`config.mk`:
```
export PLATFORM = sky130hd
export DESIGN_NAME = bmp_pixel_color_filter
export DESIGN_NICKNAME = d
export VERILOG_FILES = /design/src/rtl/core/bpcf_pkg.sv /design/src/rtl/core/bmp_pixel_color_filter.sv
export SDC_FILE = /design/constraint.sdc
export NUM_CORES = 1
export LEC_CHECK = 0
export ABC_AREA = 1
export BUFFER_PORTS_ARGS = -buffer_cell sky130_fd_sc_hd__buf_2
export CORE_ASPECT_RATIO = 1.1
export CORE_MARGIN = 2
export CORE_UTILIZATION = 40
export CTS_BUF_LIST = sky130_fd_sc_hd__clkbuf_8
export DETAILED_ROUTE_END_ITERATION = 8
export SKIP_LAST_GASP = 1
export SYNTH_ARGS = -nofsm -noshare
export SYNTH_HDL_FRONTEND = slang
export SYNTH_SLANG_ARGS = --single-unit
```
`constraint.sdc`:
```
create_clock -name aclk -period 6.44 [get_ports aclk]
set_clock_uncertainty 0.2 [all_clocks]
set_input_delay 0 -clock aclk [delete_from_list [all_inputs] [get_ports aclk]]
set_output_delay 0 -clock aclk [all_outputs]
set_load 0.03 [all_outputs]
```
`src/rtl/core/bpcf_pkg.sv`:
```
// shared types, constants and pixel filter functions of the bitmap pixel color filter
`timescale 1ns / 1ps

package bpcf_pkg;

    localparam int unsigned MAX_ROW_BYTES = 16384;

    localparam int unsigned CFG_INDEX_W = 3;
    localparam int unsigned CFG_DATA_W  = 32;
    localparam int unsigned CHAN_W      = 8;
    localparam int unsigned OFFSET_W    = 32;
    localparam int unsigned START_POS_W = 14;
    localparam int unsigned BPP_W       = 3;
    localparam int unsigned ROW_BYTES_W = 15;
    localparam int unsigned PAD_W       = 2;
    localparam int unsigned S_DATA_W    = 24;
    localparam int unsigned M_DATA_W    = 56;

    localparam logic [ROW_BYTES_W-1:0] MAX_ROW_BYTES_V = ROW_BYTES_W'(MAX_ROW_BYTES);

    // reciprocal of three for sums below 1024
    localparam logic [9:0] RECIP3     = 10'd683;
    localparam int unsigned RECIP3_SH = 11;

    typedef enum logic [2:0] {
        MODE_GRAY     = 3'd0,
        MODE_BOOST_0  = 3'd1,
        MODE_BOOST_1  = 3'd2,
        MODE_BOOST_2  = 3'd3,
        MODE_BOOST_02 = 3'd4,
        MODE_TRANS    = 3'd5,
        MODE_NEG      = 3'd6,
        MODE_PASS     = 3'd7
    } filter_mode_t;

    typedef enum logic [CFG_INDEX_W-1:0] {
        CFG_FILTER_MODE    = 3'd0,
        CFG_START_OFFSET   = 3'd1,
        CFG_START_POSITION = 3'd2,
        CFG_BYTES_PER_PIX  = 3'd3,
        CFG_ROW_BYTES      = 3'd4,
        CFG_LINE_PADDING   = 3'd5
    } cfg_index_t;

    function automatic logic [CHAN_W-1:0] boost(input logic [CHAN_W-1:0] x);
        logic [CHAN_W:0] v;
        v = {1'b0, x} + {2'b00, x[CHAN_W-1:1]};
        return v[CHAN_W] ? {CHAN_W{1'b1}} : v[CHAN_W-1:0];
    endfunction

    function automatic logic [CHAN_W-1:0] half(input logic [CHAN_W-1:0] x);
        return {1'b0, x[CHAN_W-1:1]};
    endfunction

    function automatic logic [CHAN_W-1:0] fade(input logic [CHAN_W-1:0] x);
        logic [CHAN_W:0] v;
        v = {1'b0, x} + {1'b0, {CHAN_W{1'b1}}};
        return v[CHAN_W:1];
    endfunction

    function automatic logic [CHAN_W-1:0] gray(input logic [CHAN_W-1:0] a,
                                               input logic [CHAN_W-1:0] b,
                                               input logic [CHAN_W-1:0] c);
        logic [9:0]  sum;
        logic [19:0] prod;
        sum  = {2'b00, a} + {2'b00, b} + {2'b00, c};
        prod = {10'd0, sum} * {10'd0, RECIP3};
        return prod[RECIP3_SH+CHAN_W-1:RECIP3_SH];
    endfunction

endpackage

```
`src/rtl/core/bmp_pixel_color_filter.sv`:
```
// top level: per pixel color filter and padded row byte offset walk
// the result of an accepted input request is registered and shown on the m_ side in the next cycle
// throughput: one pixel per cycle while not stalled; s_tready follows the output register, m_tready and the divider
// after each configuration write the input stalls while a bit-serial
// divider reduces start_position modulo the line length
// reset: synchronous active-low aresetn restores register defaults and restarts the run
`timescale 1ns / 1ps

module bmp_pixel_color_filter (
    input  logic                             aclk,
    input  logic                             aresetn,
    input  logic                             cfg_we,
    input  logic [bpcf_pkg::CFG_INDEX_W-1:0] cfg_index,
    input  logic [bpcf_pkg::CFG_DATA_W-1:0]  cfg_wdata,
    input  logic                             s_tvalid,
    output logic                             s_tready,
    // pixel_in_0, pixel_in_1, pixel_in_2
    input  logic [bpcf_pkg::S_DATA_W-1:0]    s_tdata,
    input  logic                             s_tlast,
    output logic                             m_tvalid,
    input  logic                             m_tready,
    // pixel_out_0, pixel_out_1, pixel_out_2, byte_offset
    output logic [bpcf_pkg::M_DATA_W-1:0]    m_tdata,
    output logic                             m_tlast
);
    import bpcf_pkg::*;

    filter_mode_t           mode_reg;
    logic [OFFSET_W-1:0]    start_offset_reg;
    logic [START_POS_W-1:0] start_pos_reg;
    logic [BPP_W-1:0]       bpp_reg;
    logic [ROW_BYTES_W-1:0] row_bytes_reg;
    logic [PAD_W-1:0]       pad_reg;

    logic [OFFSET_W-1:0]    cur_offset_reg, cur_offset_next;
    logic [ROW_BYTES_W-1:0] row_pos_reg, row_pos_next;
    logic                   at_start_reg;

    logic                   div_load_reg;
    logic [3:0]             div_cnt_reg;
    logic [START_POS_W-1:0] div_dvd_reg;
    logic [ROW_BYTES_W-1:0] div_rem_reg, div_rem_next;
    logic [ROW_BYTES_W:0]   div_shift;
    logic                   div_busy;

    logic                   m_valid_reg;
    logic [CHAN_W-1:0]      m_pix0_reg, m_pix1_reg, m_pix2_reg;
    logic [OFFSET_W-1:0]    m_offset_reg;
    logic                   m_last_reg;

    logic [CHAN_W-1:0]      c0, c1, c2, o0, o1, o2;
    logic [ROW_BYTES_W-1:0] rb, line, pos;
    logic [OFFSET_W-1:0]    off;
    logic [ROW_BYTES_W:0]   pos_step;
    logic                   s_acc;

    assign c0 = s_tdata[CHAN_W-1:0];
    assign c1 = s_tdata[2*CHAN_W-1:CHAN_W];
    assign c2 = s_tdata[3*CHAN_W-1:2*CHAN_W];

    assign rb   = (row_bytes_reg > MAX_ROW_BYTES_V) ? MAX_ROW_BYTES_V : row_bytes_reg;
    assign line = rb + ROW_BYTES_W'(pad_reg);

    // bit-serial restoring division for the start position remainder
    assign div_busy  = div_load_reg || (div_cnt_reg != 4'd0);
    assign div_shift = {div_rem_reg, div_dvd_reg[START_POS_W-1]};
    assign div_rem_next = (div_shift >= {1'b0, line}) ?
                          ROW_BYTES_W'(div_shift - {1'b0, line}) :
                          div_shift[ROW_BYTES_W-1:0];

    always_ff @(posedge aclk) begin
        if (!aresetn) begin
            div_load_reg <= 1'b0;
            div_cnt_reg  <= 4'd0;
            div_rem_reg  <= '0;
        end else if (cfg_we) begin
            div_load_reg <= 1'b1;
            div_cnt_reg  <= 4'd0;
        end else if (div_load_reg) begin
            div_load_reg <= 1'b0;
            div_cnt_reg  <= 4'(START_POS_W);
            div_rem_reg  <= '0;
        end else if (div_cnt_reg != 4'd0) begin
            div_cnt_reg  <= div_cnt_reg - 4'd1;
            div_rem_reg  <= div_rem_next;
        end
    end

    always_ff @(posedge aclk) begin
        if (div_load_reg) begin
            div_dvd_reg <= start_pos_reg;
        end else if (div_cnt_reg != 4'd0) begin
            div_dvd_reg <= {div_dvd_reg[START_POS_W-2:0], 1'b0};
        end
    end

    // configuration registers
    always_ff @(posedge aclk) begin
        if (!aresetn) begin
            mode_reg         <= MODE_GRAY;
            start_offset_reg <= '0;
            start_pos_reg    <= '0;
            bpp_reg          <= BPP_W'(3);
            row_bytes_reg    <= ROW_BYTES_W'(3);
            pad_reg          <= '0;
        end else if (cfg_we) begin
            unique case (cfg_index)
                CFG_FILTER_MODE:    mode_reg         <= filter_mode_t'(cfg_wdata[2:0]);
                CFG_START_OFFSET:   start_offset_reg <= cfg_wdata[OFFSET_W-1:0];
                CFG_START_POSITION: start_pos_reg    <= cfg_wdata[START_POS_W-1:0];
                CFG_BYTES_PER_PIX:  bpp_reg          <= cfg_wdata[BPP_W-1:0];
                CFG_ROW_BYTES:      row_bytes_reg    <= cfg_wdata[ROW_BYTES_W-1:0];
                CFG_LINE_PADDING:   pad_reg          <= cfg_wdata[PAD_W-1:0];
                default: begin
                end
            endcase
        end
    end

    // address walk
    assign pos = at_start_reg ? ((line == '0) ? '0 : div_rem_reg) : row_pos_reg;
    assign off = at_start_reg ? start_offset_reg : cur_offset_reg;
    assign pos_step = {1'b0, pos} + (ROW_BYTES_W+1)'(bpp_reg);

    always_comb begin
        priority if (line == '0) begin
            cur_offset_next = off;
            row_pos_next    = '0;
        end else if (pos_step < {1'b0, rb}) begin
            cur_offset_next = off + OFFSET_W'(bpp_reg);
            row_pos_next    = pos_step[ROW_BYTES_W-1:0];
        end else begin
            // position may lie past a shortened line, so the gap wraps at the offset width
            cur_offset_next = off + OFFSET_W'(line) - OFFSET_W'(pos);
            row_pos_next    = '0;
        end
    end

    // color filter
    always_comb begin
        unique case (mode_reg)
            MODE_GRAY: begin
                o0 = gray(c0, c1, c2);
                o1 = o0;
                o2 = o0;
            end
            MODE_BOOST_0: begin
                o0 = boost(c0); o1 = half(c1); o2 = half(c2);
            end
            MODE_BOOST_1: begin
                o0 = half(c0); o1 = boost(c1); o2 = half(c2);
            end
            MODE_BOOST_2: begin
                o0 = half(c0); o1 = half(c1); o2 = boost(c2);
            end
            MODE_BOOST_02: begin
                o0 = boost(c0); o1 = half(c1); o2 = boost(c2);
            end
            MODE_TRANS: begin
                o0 = fade(c0); o1 = fade(c1); o2 = fade(c2);
            end
            MODE_NEG: begin
                o0 = ~c0; o1 = ~c1; o2 = ~c2;
            end
            MODE_PASS: begin
                o0 = c0; o1 = c1; o2 = c2;
            end
        endcase
    end

    assign s_tready = (!m_valid_reg || m_tready) && !div_busy;
    assign s_acc    = s_tvalid && s_tready;

    always_ff @(posedge aclk) begin
        if (!aresetn) begin
            cur_offset_reg <= '0;
            row_pos_reg    <= '0;
            at_start_reg   <= 1'b1;
        end else if (s_acc) begin
            cur_offset_reg <= cur_offset_next;
            row_pos_reg    <= row_pos_next;
            at_start_reg   <= s_tlast;
        end
    end

    always_ff @(posedge aclk) begin
        if (!aresetn) begin
            m_valid_reg <= 1'b0;
        end else if (s_acc) begin
            m_valid_reg <= 1'b1;
        end else if (m_tready) begin
            m_valid_reg <= 1'b0;
        end
    end

    always_ff @(posedge aclk) begin
        if (s_acc) begin
            m_pix0_reg   <= o0;
            m_pix1_reg   <= o1;
            m_pix2_reg   <= o2;
            m_offset_reg <= off;
            m_last_reg   <= s_tlast;
        end
    end

    assign m_tvalid = m_valid_reg;
    assign m_tdata  = {m_offset_reg, m_pix2_reg, m_pix1_reg, m_pix0_reg};
    assign m_tlast  = m_last_reg;

`ifndef ASSERT_OFF
    // no request taken while the start remainder is being recomputed
    assert property (@(posedge aclk) disable iff (!aresetn) div_busy |-> !s_tready)
        else $error("request accepted during start position division");

    // remainder stays below the line length once settled
    assert property (@(posedge aclk) disable iff (!aresetn)
        (!div_busy && line != '0) |-> (div_rem_reg < line))
        else $error("start position remainder out of range");

    // a last request restarts the walk
    assert property (@(posedge aclk) disable iff (!aresetn)
        (s_acc && s_tlast) |=> at_start_reg)
        else $error("run did not restart after last request");

    // every accepted request yields a pending result
    assert property (@(posedge aclk) disable iff (!aresetn) s_acc |=> m_valid_reg)
        else $error("result lost after accepted request");

    // a configuration write always starts a new division
    assert property (@(posedge aclk) disable iff (!aresetn) cfg_we |=> div_load_reg)
        else $error("division not restarted after configuration write");
`endif

endmodule
```
-- Yosys cells after proc, flatten, opt, wreduce, memory -nomap -nowiden
Cells that the tools add are included.
- RAM bits: 0
- output and inout port bits: 59
- latch bits: 0
- bits of input ports: 65
- memories kept: 0
- ROM bits: 0
- register bits after elaboration: 209
- word-level logic and storage cells: 106
- reduce and logical (&&, ||, !) cells: 26
- add/sub/neg operators: 15
- equality and inequality tests: 12
- order comparisons: 3
- shifts and indexed selects: 0
- multipliers: 1
- divide/modulo/power cells: 0
- multiplexer cells: 24
- bitwise gates (word level): 5
- operators with widths (operator ; count):
    $pmux W8 S6 ; 3
    $mux W15 ; 8
    $mux W32 ; 3
    $add A32 B15 Y32 ; 1
    $add A32 B3 Y32 ; 1
    $sub A32 B15 Y32 ; 1
    $mux W14 ; 2
    $add A8 B7 Y9 ; 3
    $add A8 B8 Y9 const B ; 3
    $mux W8 ; 3
    $not A8 Y8 ; 3
    $mul A10 B10 Y19 const B ; 1
    $eq A3 B3 Y1 const B ; 6
    $add A15 B3 Y16 ; 1
    $ge A16 B15 Y1 ; 1
    $lt A16 B15 Y1 ; 1
    $add A15 B2 Y15 ; 1
    $gt A15 B15 Y1 const B ; 1
    $logic_not A15 Y1 ; 1
    $sub A15 B15 Y15 ; 1
    $reduce_and A2 Y1 ; 7
    $eq A3 B2 Y1 const B ; 4
    $add A9 B8 Y10 ; 1
    $reduce_or A2 Y1 ; 5
    13 further kinds ; 24

-- Logic depth before layout (Yosys ltp)
Gate-level depths: netlist (run 1).
- depth in word-level cells: 10
- depth in mapped cells: 53
- depth with buffers taken out: 49

-- Worst setup path before layout (run 1)
No wires, ideal clock.
- kind: reg-to-reg
- start: reg row_bytes_reg[2]
- end: reg cur_offset_reg[2]
- setup slack: -0.067 ns
- arrival: 6.237 ns
- data required time: 6.170 ns
- library setup time: 0.070 ns
- stages on the path, launching flop included: 46
- buffers on the path: 4
- cells stage by stage: dfxtp_1 -> buf_6 -> nor2_1 -> nand2_1 -> nor2_1 -> nand2_1 -> nand2_1 -> buf_6 -> inv_2 -> nor2_1 -> ha_1 -> inv_1 -> fa_1 -> inv_1 -> or2_2 -> nor2_1 -> nand3_1 -> nor2_1 -> [10 not listed] -> nand3_2 -> nor2_2 -> nand2_1 -> nor2_1 -> xor2_1 -> ha_1 -> a21oi_1 -> nor3_1 -> a211oi_1 -> o21ai_1 -> nand3_1 -> nand2_1 -> a21oi_1 -> clkbuf_1 -> nand3_1 -> nand3_1 -> nand2_1 -> a21oi_1
- word-level cells in the longest chain between the ends: 10
- RTL lines (what ; line ; text):
    start, declared ; bmp_pixel_color_filter.sv:32 ; logic [ROW_BYTES_W-1:0] row_bytes_reg;
    start signal, assigned ; bmp_pixel_color_filter.sv:112 ; CFG_ROW_BYTES: row_bytes_reg <= cfg_wdata[ROW_BYTES_W-1:0];
    $gt A15 B15 Y1 ; bmp_pixel_color_filter.sv:61 ; assign rb = (row_bytes_reg > MAX_ROW_BYTES_V) ? MAX_ROW_BYTES_V : row_bytes_reg;
    $mux W15 (*) ; bmp_pixel_color_filter.sv:61 ;
    $add A15 B2 Y15 ; bmp_pixel_color_filter.sv:62 ; assign line = rb + ROW_BYTES_W'(pad_reg);
    $logic_not A15 Y1 ; bmp_pixel_color_filter.sv:121, bmp_pixel_color_filter.sv:126 ;
    $mux W15 (2 in series) ; bmp_pixel_color_filter.sv:121 ; assign pos = at_start_reg ? ((line == '0) ? '0 : div_rem_reg) : row_pos_reg;
    $add A15 B3 Y16 ; bmp_pixel_color_filter.sv:123 ; assign pos_step = {1'b0, pos} + (ROW_BYTES_W+1)'(bpp_reg);
    $lt A16 B15 Y1 ; bmp_pixel_color_filter.sv:129 ; end else if (pos_step < {1'b0, rb}) begin
    $mux W32 ; bmp_pixel_color_filter.sv:129 ;
    $mux W32 (*) ; bmp_pixel_color_filter.sv:126 ; priority if (line == '0) begin
    end signal, assigned ; bmp_pixel_color_filter.sv:180 ; cur_offset_reg <= cur_offset_next;
    end, declared ; bmp_pixel_color_filter.sv:35 ; logic [OFFSET_W-1:0] cur_offset_reg, cur_offset_next;
Every way passes the cells marked *; elsewhere a longest branch is shown, timed or not.
A chain may end at the register's enable or synchronous reset.

-- Final worst setup path (run 1)
- start: reg row_bytes_reg[13]
- end: reg cur_offset_reg[18]
Same word-level chain as after synthesis.

==> results.py, run 1 <==
metrics = {
    "outcome": {
        "status": "finished, final reports clean",
    },
    "grt": {
        "grt_start_max_net_pins": 74,
        "track_usage": 0.2424,
        "grt_pass1_wl_mm": 88.50,
        "grt_overflow": 0,
        "first_global_vias": 16840,
        "antenna_found_initial": 0,
    },
    "synth": {
        "yosysWarnings": 0,
        "synth-edff-count": 71,
        "ys_seq_elements": 209,
        "ys_seq_area_frac": 0.2766,
        "yosysUniqueCellTypes": 53,
        "synthArstFlopShare": 0,
        "synthCells": 2398,
        "synth_fp_nets": 2715,
        "netlist_area_um2": 17700,
        "syn_area_per_cell_um2": 7.379,
        "ys.flop_type": "dfxtp_1",
    },
    "sta": {
        "grt_setup_unrepaired": "true",
        "maxSlewViolCount": 0,
        "layout_min_cycle_time_ns": 6.346,
        "finalSetupViolCount": 0,
        "holdWs_ns": 0.04422,
        "fmax_mhz": 157.6,
        "finalHoldViolations": 0,
        "tightest_slew_ns": 1.338,
        "slew_headroom": 0.1068,
        "setup_ws_ns": 0.09429,
        "fin_crit_sh": 0.9854,
    },
    "finish": {
        "n_antenna_cell": 0,
        "stdcell_area_um2": 22170,
        "stdcell_count": 3316,
        "syn2layout_area_growth_pct": 25.26,
        "drive_gt1_frac": 0.1699,
        "nets": 3028,
    },
    "critical_path": {
        "cpMaxStageDelayCell": "fa_2",
        "end_kind": "register",
        "critical_path_class": "register to register",
        "crit_fanout": 5,
        "critical_path_required_ns": 6.68,
        "cp.arrival_ns": 6.59,
        "cp-start-kind": "register",
        "slowest_delay_ns": 0.53,
        "crit_top_cell": "nor2_2",
    },
    "placed_design": {
        "gp_congestion": 0.9183,
        "place_area_um2": 19270,
        "dp.cells": 3089,
        "dpl_worst_slack_ns": -0.2292,
        "hpwl_mm": 41.87,
        "portBuffers": 123,
    },
    "clock_network": {
        "clk_pin_slew_ns": 0.06,
        "cts_max_level": 2,
        "cts_buffers": 39,
        "cts_tree": "yes",
        "clock_sinks": 209,
        "clockBufferDepth": 3,
        "clockRootBuffer": "clkbuf_8",
        "clk_latency_ns": 0.62,
    },
    "route": {
        "drt-wirelength-per-cell_um": 17.15,
        "viasPerCell": 5.283,
        "drt-total-wl_mm": 56.87,
        "drtIter0Drc": 1253,
        "antenna_left": 0,
        "via_count": 17520,
        "dr.pass1.iters": 5,
        "drc": 0,
    },
    "floorplan": {
        "start_util": 0.4064,
        "num_rows": 80,
        "die_area_um2": 45940,
        "die_x_um": 204.5,
        "die_h_um": 224.6,
        "core-area_um2": 43540,
        "ios": 124,
    },
    "power": {
        "p_sw_frac": 0.5073,
        "clkPwrFrac": 0.098,
        "sequentialPowerShare": 0.157,
        "power_frac_comb": 0.745,
        "power.total_uw": 13540,
        "internal_power_uw": 6669,
        "p_sw_uw": 6867,
        "cellLeakagePower_uw": 0.01069,
        "p_per_area_nw_per_um2": 610.7,
        "peakVddDrop_mv": 0.8121,
    },
    "flow_run": {
        "maxCapViolCount": 0,
    },
    "hold_path": {
        "hp-class": "primary input to register",
    },
}
-- final cells by class --
| cell class | instances | area (µm²) |
|---|---|---|
| fillers | 4164 | 21380 |
| clock inverters | 26 | 152.6 |
| repair buffers | 346 | 2719 |
| multi-input cells | 1809 | 11890 |
| flip-flops and latches | 209 | 4897 |
| inverters | 306 | 1151 |
| clock buffers | 46 | 633.1 |
| well taps | 574 | 718.2 |
-- what timing repair did --
item                       CTS  global route
hold endpoints to repair   135             0
setup buffers                6            22
hold buffers               124             0
pin swaps                    1            62
gates cloned                 1             2
setup endpoints to repair   47            67
resized for setup            9           131
-- synth_stat cells (7+ instances only) --
master | n | area share
nand2_1 | 485 | 0.10
inv_1 | 293 | 0.062
nor2_1 | 246 | 0.052
a21oi_1 | 225 | 0.064
ha_1 | 200 | 0.14
o21ai_0 | 146 | 0.041
dfxtp_1 | 138 | 0.16
nand3_1 | 123 | 0.035
xor2_1 | 78 | 0.039
edfxtp_1 | 71 | 0.12
clkbuf_1 | 59 | 0.013
fa_1 | 52 | 0.059
or2_2 | 34 | 0.012
xnor2_1 | 27 | 0.013
o211ai_1 | 23 | 0.0098
nand4_1 | 21 | 0.0074
nor3_1 | 17 | 0.0048
o2111ai_1 | 15 | 0.0074
o21a_1 | 14 | 0.0059
nand2_2 | 11 | 0.0039
o21bai_1 | 11 | 0.0047
inv_2 | 10 | 0.0021
nor4_1 | 10 | 0.0035
o21ai_1 | 7 | 0.0020
-- metal layers --
layer | GRT usage | vias up | wire (µm)
met2 | 0.3969 | 606 | 26250
li1 | - | 8570 | -
met5 | 0 | - | 0
met1 | 0.3282 | 8229 | 25190
met4 | 0.07410 | 0 | 1671
met3 | 0.03695 | 115 | 3766
-- final timing paths --
path | start | endpoint | slack, ns | cells after the start
hold / removal | cfg_wdata[14] | row_bytes_reg[14]$_SDFFE_PN0P_ | 0.04 | 4
hold reg to reg | div_cnt_reg[0]$_SDFFE_PP0P_ | div_cnt_reg[0]$_SDFFE_PP0P_ | 0.25 | 1
setup / recovery | row_bytes_reg[13]$_SDFFE_PN0P_ | cur_offset_reg[18]$_SDFFE_PN0P_ | 0.09 | 45
setup reg to reg | row_bytes_reg[13]$_SDFFE_PN0P_ | cur_offset_reg[18]$_SDFFE_PN0P_ | 0.09 | 45
-- critical path: cells and delay by family (launching register included) --
family                   cells  cell delay (ns)
flip-flops                   1             0.33
AND/OR/NAND/NOR             23             2.24
XOR/XNOR                     1             0.17
adder cells (fa/ha/maj)      5             1.49
buffers and inverters        9             0.84
AO/OA/AOI/OAI                7             0.92
-- power by group through the flow --
| stage | logic, µW | registers (µW) | clock network (µW) |
|---|---|---|---|
| floorplan | 5730 | 2320 | 0 |
| global placement | 8530 | 2150 | 0 |
| detailed placement | 8610 | 2150 | 0 |
| CTS | 9170 | 2130 | 1370 |
| global route | 11100 | 2150 | 1410 |
| finish | 10100 | 2130 | 1330 |
-- logic make-up after synthesis --
logic type               after synthesis  share of synthesized area
adder cells (fa/ha/maj)              252                     0.2002
AND/OR/NAND/NOR                      969                     0.2347
buffers and inverters                381                    0.08336
XOR/XNOR                             106                    0.05289
AO/OA/AOI/OAI                        481                     0.1522
flip-flops                           209                     0.2766
-- metrics by stage --
| stage | TNS (ns) | utilization |
|---|---|---|
| after floorplan | 0 | - |
| after global placement | -0.4874 | 0.4426 |
| after detailed placement | -6.279 | 0.4426 |
| after CTS | 0 | 0.4918 |
| after global routing | -8.307 | 0.5091 |
| final | 0 | 0.5091 |
-- cells in the final DEF, fill, tap and decap left out, types with 6 or more instances in the layout --
cell	instances
nand2_1	459
inv_1	295
nor2_1	234
a21oi_1	210
ha_1	187
o21ai_0	139
dfxtp_1	136
dlygate4sd3_1	124
buf_2	122
nand3_1	113
buf_4	88
xor2_1	72
edfxtp_1	71
fa_1	49
clkbuf_8	46
or2_2	34
nand2_2	33
xnor2_1	26
o211ai_1	23
inv_2	21
nand4_1	21
nor3_1	16
a21oi_2	14
o21a_1	14
nor2_2	13
o2111ai_1	13
nand3_2	12
o21ai_1	12
ha_4	11
o21bai_1	10
nor4_1	9
nor2_4	7
xor2_2	7
a31oi_1	6
o221ai_1	6
Power figures use the tool's default switching activity.
==> run 2: changes to the inputs <==
--- a/config.mk
+++ b/config.mk
@@ -9,7 +9,7 @@
 export BUFFER_PORTS_ARGS = -buffer_cell sky130_fd_sc_hd__buf_2
 export CORE_ASPECT_RATIO = 1.1
 export CORE_MARGIN = 2
-export CORE_UTILIZATION = 40
+export CORE_UTILIZATION = 45
 export CTS_BUF_LIST = sky130_fd_sc_hd__clkbuf_8
 export DETAILED_ROUTE_END_ITERATION = 8
 export SKIP_LAST_GASP = 1
==> results.py, run 2 (synthesis gave the netlist of run 1 again) <==
metrics = {
    "sta": {
        "slew_headroom": 0.1446,
        "finalHoldViolations": 0,
        "fmax_mhz": 157.2,
        "finalSetupViolCount": 0,
        "fin_crit_sh": 0.9875,
        "holdWs_ns": 0.02856,
        "tightest_slew_ns": 1.282,
        "layout_min_cycle_time_ns": 6.359,
        "maxSlewViolCount": 0,
        "grt_setup_unrepaired": "true",
    },
    "critical_path": {
        "critical_path_required_ns": 6.77,
        "r2r_setup_slack_ns": 0.08,
        "rr_startpoint": "row_bytes_reg[13]$_SDFFE_PN0P_",
        "slowest_delay_ns": 0.36,
        "critPathLaunch": "row_bytes_reg[13]$_SDFFE_PN0P_",
        "crit_fanout": 16,
        "cp-start-kind": "register",
        "cp.arrival_ns": 6.69,
        "critical_path_class": "register to register",
        "cpMaxStageDelayCell": "fa_2",
        "end_kind": "register",
        "crit_top_cell": "nand2_1",
    },
    "clock_network": {
        "cts_buffers": 41,
        "clock_sinks": 209,
        "clk_pin_slew_ns": 0.06,
        "clockRootBuffer": "clkbuf_8",
        "clockBufferDepth": 3,
        "clk_latency_ns": 0.62,
        "cts_max_level": 2,
        "cts_tree": "yes",
    },
    "route": {
        "drtIter0Drc": 1393,
        "drt-wirelength-per-cell_um": 17.93,
        "drt-total-wl_mm": 58.57,
        "drc": 0,
        "antenna_left": 0,
        "viasPerCell": 5.404,
        "via_count": 17660,
        "dr.pass1.iters": 5,
    },
    "finish": {
        "syn2layout_area_growth_pct": 25.21,
        "final_common_cell": "nand2_1",
        "mostFrequentLayoutCells": "nand2_1 (457), inv_1 (299), nor2_1 (235)",
        "nets": 3042,
        "post-route-util": 0.5683,
        "drive_gt1_frac": 0.1675,
    },
    "floorplan": {
        "die_h_um": 212.0,
        "die_area_um2": 40930,
        "start_util": 0.4539,
        "core-area_um2": 38990,
        "ios": 124,
        "num_rows": 76,
        "die_x_um": 193.1,
    },
    "placed_design": {
        "hpwl_mm": 42.32,
        "portBuffers": 123,
        "gp_congestion": 0.9290,
    },
    "hold_path": {
        "hp-class": "primary input to register",
        "hp-start": "s_tlast",
    },
    "grt": {
        "first_global_vias": 17260,
        "grt_start_max_net_pins": 74,
        "antenna_found_initial": 1,
        "grt_overflow": 0,
        "grt_pass1_wl_mm": 91.20,
        "track_usage": 0.2839,
    },
    "power": {
        "peakVddDrop_mv": 0.8924,
        "cellLeakagePower_uw": 0.01073,
        "p_per_area_nw_per_um2": 615.2,
    },
    "flow_run": {
        "maxCapViolCount": 0,
    },
    "outcome": {
        "status": "finished, final reports clean",
    },
}
## run 2: cell types whose count changed in the layout (fill, tap and decap cells not counted), sizes merged
cell / before / now
buf: 220 / 233
bufinv: 1 / 3
clkbuf: 48 / 51
clkinv: 10 / 12
clkinvlp: 2 / 1
diode: 0 / 2
dlygate4sd3: 124 / 122
inv: 319 / 318
## run 2: what timing repair did
item	4_1_cts	5_1_grt
pin swaps	1	62
hold buffers	122	0
resized for setup	2	111
endpoints found under the setup margin	47	68
gates cloned	1	2
setup buffers	1	16
endpoints found under the hold margin	127	0
## run 2: final cells by class
type,count,area (µm²)
antenna,2,5.005
inverter,306,1155
fill,3719,16830
timing repair buffer,358,2790
clock inverter,28,205.2
sequential,209,4896
tap,507,634.4
multi-input combinational,1809,11810
clock buffer,48,660.6
## run 2: where the power goes
part / internal (µW) / leakage [µW] / switching [µW]
clock: 805 / 0.000503 / 635
combinational: 3980 / 0.00842 / 6080
sequential: 2000 / 0.00181 / 130
total: 6790 / 0.0107 / 6850
## run 2: path summary, 6_finish.rpt
path                                     end  depth (start not counted)
min                at_start_reg$_SDFFE_PN1P_                          4
min reg2reg      div_cnt_reg[0]$_SDFFE_PP0P_                          1
max          cur_offset_reg[15]$_SDFFE_PN0P_                         46
max reg2reg  cur_offset_reg[15]$_SDFFE_PN0P_                         46
## run 2: stage by stage
stage	std cells	TNS [ns]	total power, µW	area, µm²	setup WS [ns]
after global placement	3047	-0.9434	10840	19360	-0.2004
final	3267	0	13630	22160	0.08059
after detailed placement	3047	-3.764	10890	19360	-0.2704
after floorplan	2398	0	8057	17700	0.04090
after global routing	3265	-13.17	14930	22150	-0.3858
after CTS	3247	0	12900	21500	0.01391
## run 2: per-layer routing
layer  share of wire  vias to the layer above  wire (µm)  global-route usage
met4           0.043                        0       2543              0.1196
li1                -                     8592          -                   -
met5               0                        -          0                   0
met2            0.48                      612      28300              0.4899
met3           0.058                      144       3373             0.03863
met1            0.42                     8307      24350              0.3535
## run 2: worst max-delay path, delay by kind of cell, from the launching register on
kind	cells	cell delay, ns
adder cells (fa/ha/maj)	4	1.11
AND/OR/NAND/NOR	26	2.64
AO/OA/AOI/OAI	7	1.08
buffers and inverters	8	0.77
XOR/XNOR	1	0.16
flip-flops	1	0.33
